<file path="src/rtl/logistic_poly_sigmoid_classifier_defines.svh">
// Assertion macros shared by the classifier RTL.
`ifndef LOGISTIC_POLY_SIGMOID_CLASSIFIER_DEFINES_SVH
`define LOGISTIC_POLY_SIGMOID_CLASSIFIER_DEFINES_SVH

// Check that the consequent holds in the same cycle as the antecedent.
`define LPS_ASSERT_SAME(lbl, clk, rst_n, ante, cons, msg) \
  lbl: assert property (@(posedge clk) disable iff (!rst_n) (ante) |-> (cons)) \
    else $error(msg);

// Check that the consequent holds in the cycle after the antecedent.
`define LPS_ASSERT_NEXT(lbl, clk, rst_n, ante, cons, msg) \
  lbl: assert property (@(posedge clk) disable iff (!rst_n) (ante) |=> (cons)) \
    else $error(msg);

`endif

</file>
<file path="src/rtl/lps_pkg.sv">
package lps_pkg;

  // Item command codes
  localparam logic CMD_WEIGHT  = 1'b0;
  localparam logic CMD_FEATURE = 1'b1;

  // Polynomial coefficients in Q.32
  localparam logic [33:0] COEF1_Q32 = 34'd6573361547;
  localparam logic [33:0] COEF3_Q32 = 34'd10107370590;
  localparam logic [33:0] COEF5_Q32 = 34'd5803057015;

  // Controller states
  typedef enum logic [3:0] {
    S_IDLE,
    S_MUL,
    S_ACC,
    S_TLIM,
    S_POLY_GO,
    S_POLY_WAIT,
    S_DIFF,
    S_SAT,
    S_OUT
  } lps_state_e;

  // Polynomial product steps, in issue order
  typedef enum logic [2:0] {
    OP_T2,
    OP_T3,
    OP_T5,
    OP_M1,
    OP_M3,
    OP_M5
  } lps_op_e;

  // Commands from controller to datapath
  typedef struct packed {
    logic    wt_write;
    logic    feat_load;
    logic    mac_mul;
    logic    mac_add;
    logic    t_load;
    logic    mul_start;
    logic    mul_store;
    logic    diff_load;
    logic    sat_load;
    logic    out_load;
    lps_op_e op;
  } lps_cmd_t;

  // Status from datapath to controller
  typedef struct packed {
    logic mul_done;
  } lps_sts_t;

endpackage

</file>
<file path="src/rtl/lps_ctrl.sv">
module lps_ctrl import lps_pkg::*; (
  input  logic     clk_i,
  input  logic     rst_ni,
  input  logic     in_valid_i,
  output logic     in_ready_o,
  input  logic     cmd_i,
  input  logic     last_i,
  output logic     out_valid_o,
  input  logic     out_ready_i,
  output lps_cmd_t dp_cmd_o,
  input  lps_sts_t dp_sts_i
);

  lps_state_e state_q, state_d;
  lps_op_e    op_q, op_d;
  logic       last_q, last_d;
  logic       out_valid_q, out_valid_d;
  logic       in_accept;

  // Hold state, step and output flag
  always_ff @(posedge clk_i or negedge rst_ni) begin
    if (!rst_ni) begin
      state_q     <= S_IDLE;
      op_q        <= OP_T2;
      last_q      <= 1'b0;
      out_valid_q <= 1'b0;
    end else begin
      state_q     <= state_d;
      op_q        <= op_d;
      last_q      <= last_d;
      out_valid_q <= out_valid_d;
    end
  end

  // Next state and datapath commands
  always_comb begin
    state_d     = state_q;
    op_d        = op_q;
    last_d      = last_q;
    out_valid_d = out_valid_q && !out_ready_i;
    in_ready_o  = 1'b0;
    dp_cmd_o    = '0;
    dp_cmd_o.op = op_q;
    in_accept   = 1'b0;

    case (state_q)
      S_IDLE: begin
        in_ready_o = 1'b1;
        in_accept  = in_valid_i;
        if (in_accept) begin
          if (cmd_i == CMD_FEATURE) begin
            dp_cmd_o.feat_load = 1'b1;
            last_d             = last_i;
            state_d            = S_MUL;
          end else begin
            dp_cmd_o.wt_write = 1'b1;
          end
        end
      end
      S_MUL: begin
        dp_cmd_o.mac_mul = 1'b1;
        state_d          = S_ACC;
      end
      S_ACC: begin
        dp_cmd_o.mac_add = 1'b1;
        state_d          = last_q ? S_TLIM : S_IDLE;
      end
      S_TLIM: begin
        dp_cmd_o.t_load = 1'b1;
        op_d            = OP_T2;
        state_d         = S_POLY_GO;
      end
      S_POLY_GO: begin
        dp_cmd_o.mul_start = 1'b1;
        state_d            = S_POLY_WAIT;
      end
      S_POLY_WAIT: begin
        if (dp_sts_i.mul_done) begin
          dp_cmd_o.mul_store = 1'b1;
          state_d            = S_POLY_GO;
          case (op_q)
            OP_T2:   op_d = OP_T3;
            OP_T3:   op_d = OP_T5;
            OP_T5:   op_d = OP_M1;
            OP_M1:   op_d = OP_M3;
            OP_M3:   op_d = OP_M5;
            default: state_d = S_DIFF;
          endcase
        end
      end
      S_DIFF: begin
        dp_cmd_o.diff_load = 1'b1;
        state_d            = S_SAT;
      end
      S_SAT: begin
        dp_cmd_o.sat_load = 1'b1;
        state_d           = S_OUT;
      end
      S_OUT: begin
        // Wait for the output register to drain
        if (!out_valid_q || out_ready_i) begin
          dp_cmd_o.out_load = 1'b1;
          out_valid_d       = 1'b1;
          state_d           = S_IDLE;
        end
      end
      default: begin
        state_d = S_IDLE;
      end
    endcase
  end

  assign out_valid_o = out_valid_q;

endmodule

</file>
<file path="config.mk">
export PLATFORM = sky130hd
export DESIGN_NAME = lps_ctrl
export DESIGN_NICKNAME = d
export VERILOG_FILES = /design/src/rtl/logistic_poly_sigmoid_classifier_defines.svh /design/src/rtl/lps_pkg.sv /design/src/rtl/lps_ctrl.sv
export SDC_FILE = /design/constraint.sdc
export NUM_CORES = 1
export LEC_CHECK = 0
export BUFFER_PORTS_ARGS = -buffer_cell sky130_fd_sc_hd__buf_2
export CORE_AREA = 2 2 39 41
export CTS_BUF_LIST = sky130_fd_sc_hd__clkbuf_8
export CTS_CLUSTER_SIZE = 28
export DETAILED_ROUTE_END_ITERATION = 8
export DIE_AREA = 0 0 41 43
export PLACE_DENSITY = 0.74
export SYNTH_ARGS = -nofsm -noshare
export SYNTH_HDL_FRONTEND = slang
export SYNTH_SLANG_ARGS = --single-unit
export TNS_END_PERCENT = 100
</file>
<file path="constraint.sdc">
create_clock -name clk_i -period 1.9 [get_ports clk_i]
set_clock_uncertainty 0.05 [all_clocks]
set_input_delay 0.095 -clock clk_i [delete_from_list [all_inputs] [get_ports clk_i]]
set_output_delay 0.095 -clock clk_i [all_outputs]
set_load 0.02 [all_outputs]
</file>
==> flow_summary_export.csv <==
group,metric,value,unit
global_routing,grt_max_degree,13,
clocking,cts_tree,"done",
finish,drive_gt1_share,35.6,%
detailed_routing,drt_iter0_markers,10,
critical_path,rrSetupSlack,330,ps
finish,multi_input_area,319,µm²
critical_path,worstPathArrival,1570,ps
clocking,root_buffer,"clkbuf_8",
detailed_routing,postRouteAntennaNets,0,
detailed_routing,routedWlPerCell,12.6,µm
outcome,status,"finished, final reports clean",
finish,n_fill_cell,133,
critical_path,ff2ff_path_depth,3,
sta,fmax,0.584,GHz
critical_path,worstPathRequired,1750,ps
detailed_routing,vias,561,
clocking,cts.sink_count,9,
global_routing,gr-total-overflow,0,
floorplanning,die_area,1760,µm²
finish,final-seq-area,225,µm²
critical_path,cp_max_fo,10,
floorplanning,die_w,41,µm
clocking,htree_levels,1,
global_routing,antenna_found_initial,0,
floorplanning,core_area,1380,µm²
finish,finish.net_count,95,
critical_path,startpoint,"state_q[2]$_DFFE_PN0P_",
power,p_per_area,1640,nW/µm²
synthesis,synth_area_leaders,"dfrtp_1 (38%), nor4bb_4 (4.3%), nand2_1 (3.8%), nand4bb_1 (3.8%), nor2_1 (3.8%)",
placement,portBuffers,21,
critical_path,path_cells,"or4_4, nor3b_1, buf_2",
sta,slew_headroom,78.8,%
floorplanning,io_pins,22,
detailed_routing,dr.pass1.iters,4,
sta,worstMarginPinSlew,316,ps
synthesis,ys_warn_count,0,
floorplanning,rows,14,
global_routing,track_usage,17.9,%
critical_path,cpMaxStageDelayCell,"dfrtp_1",
critical_path,slowest_delay,480,ps
sta,report.final.slew_viol_count,0,
critical_path,reg2reg_to,"last_q$_DFFE_PN0P_",
placement,hpwlAfterDp,992,µm
worst_hold_path,hp-class,"input port to flop",
synthesis,ys_seq_elements,9,
global_routing,grt_pass1_vias,488,
synthesis,synth_area_per_cell,9.44,µm²
placement,gp_congestion,0.741,
finish,insertedDiodeCount,0,
global_routing,grt_pass1_wl,2100,µm
synthesis,yosysTopAreaCell,"dfrtp_1",
clocking,cts-resized-gates,0,
power,total_power,1.25,mW
synthesis,ys_seq_area_share,38.5,%
synthesis,syn_area,586,µm²
clocking,insertion_delay,230,ps
synthesis,yosysTopAreaCellShare,38.5,%
power,total_leakage_power,0.381,nW
critical_path,setup.worst_path.class,"flop to primary output",
sta,rsz0062_at_grt,"false",
sta,hold_viol,0,
detailed_routing,wirelength,1300,µm
detailed_routing,post-route-drc-count,0,
floorplanning,initial_core_util,42.3,%
finish,syn_to_final_growth,30.1,%
critical_path,end_kind,"primary output",
synthesis,synthDistinctLibCells,33,
synthesis,synth_nets,69,
run,drv_cap,0,
clocking,cts_buffer_depth,2,
clocking,clk_pin_slew,40,ps
sta,setup_tns,0,ps
floorplanning,die_h,43,µm
sta,final-setup-viol-count,0,
critical_path,cp-endpoint,"dp_cmd_o[12]",
sta,fin_crit_sh,90.0,%
critical_path,critPathLaunchType,"flop",
clocking,cts_buffers,3,
sta,period_minus_slack,1710,ps
synthesis,synthCells,62,
power,peakVddDrop,703,µV
critical_path,r2r-start,"state_q[2]$_DFFE_PN0P_",
detailed_routing,viasPerCell,5.45,
worst max-delay path: cells and delay by family (launching register included):
kind          cells  cell delay [ps]
buf+inv           1              190
flops             1              480
simple gates      2              670
layer usage:
| layer | up-vias | global-route usage, % | wire [µm] |
|---|---|---|---|
| met1 | 258 | 23.0 | 567 |
| met3 | 2 | 3.14 | 87 |
| li1 | 278 | - | - |
| met4 | 0 | 12.0 | 8 |
| met2 | 23 | 25.9 | 636 |
| met5 | - | 0 | 0 |
layout make-up:
class                           count  area share [%]
Tap cell                           16            2.63
Timing Repair Buffer               25            18.1
Clock inverter                      1           0.493
Clock buffer                        3            5.42
Sequential cell                     9            29.6
Multi-Input combinational cell     45            41.9
Inverter                            4            1.97
what timing repair did:
action,4_1_cts,5_1_grt
hold buffers,1,0
hold endpoints to repair,9,0
buffers inserted,0,0
state kept, by name, summed over array words and instances, names as in the netlist:
register / count
last_q: 1
op_q: 3
out_valid_o: 1
state_q: 4
how the worst min path moves through the flow:
stage | startpoint | to | slack [ps] | cells past startpoint
2_1_floorplan | rst_ni | last_q$_DFFE_PN0P_ | -250 | 0
3_3_place_gp | rst_ni | last_q$_DFFE_PN0P_ | -90 | 1
3_5_place_dp | rst_ni | last_q$_DFFE_PN0P_ | -90 | 1
4_1_cts | last_i | last_q$_DFFE_PN0P_ | 30 | 2
5_1_grt | last_i | last_q$_DFFE_PN0P_ | 40 | 2
6_report | last_i | last_q$_DFFE_PN0P_ | 30 | 2
synthesized netlist by cell type:
master	count
a211o_1	1
a211oi_1	1
a21oi_1	1
a31oi_1	1
a32o_1	1
a32oi_1	1
and2_1	1
and3_1	1
buf_2	3
buf_6	1
dfrtp_1	9
inv_1	4
mux2_1	1
nand2_1	6
nand2b_1	3
nand3_1	1
nand3b_1	1
nand4bb_1	2
nor2_1	6
nor2_4	1
nor3_1	3
nor3b_1	1
nor4_1	1
nor4b_2	1
nor4bb_4	1
o2111ai_1	1
o21ai_0	2
o21ai_1	1
o221a_1	1
o22ai_1	1
o32ai_1	1
or4_4	1
xor2_1	1
power by group:
part / switching (mW) / internal [mW] / total (mW)
Sequential: 0.0921 / 0.268 / 0.360
Combinational: 0.387 / 0.292 / 0.679
Clock: 0.0706 / 0.140 / 0.211
per-stage QoR:
| stage | utilization [%] | setup slack [ps] | cell area (µm²) | hold WS (ps) | cells |
|---|---|---|---|---|---|
| global route | 55.1 | 112 | 762 | 38.7 | 103 |
| floorplan | - | 280 | 586 | -251 | 62 |
| finish | 55.1 | 189 | 762 | 33.0 | 103 |
| global placement | 51.1 | 361 | 707 | -93.5 | 98 |
| detailed placement | 51.1 | 329 | 707 | -91.5 | 98 |
| CTS | 55.1 | 178 | 762 | 29.1 | 103 |
logic make-up after synthesis:
family / Yosys count / share of synthesized area (%)
buffers and inverters: 8 / 7.05
AO/OA/AOI/OAI: 13 / 16.5
AND/OR/NAND/NOR: 30 / 34.6
XOR/XNOR: 1 / 1.50
flip-flops: 9 / 38.5
multiplexers: 1 / 1.92
cells in the final DEF (no fill, tap or decap), types with 2 or more instances in the layout:
cell       instances
buf_2             21
buf_4              3
clkbuf_8           3
dfrtp_1            9
inv_1              5
nand2_1            6
nand2b_1           3
nand4bb_1          2
nor2_1             6
nor3_1             3
o21ai_0            2
No activity file was read; power rests on OpenSTA's default activity.
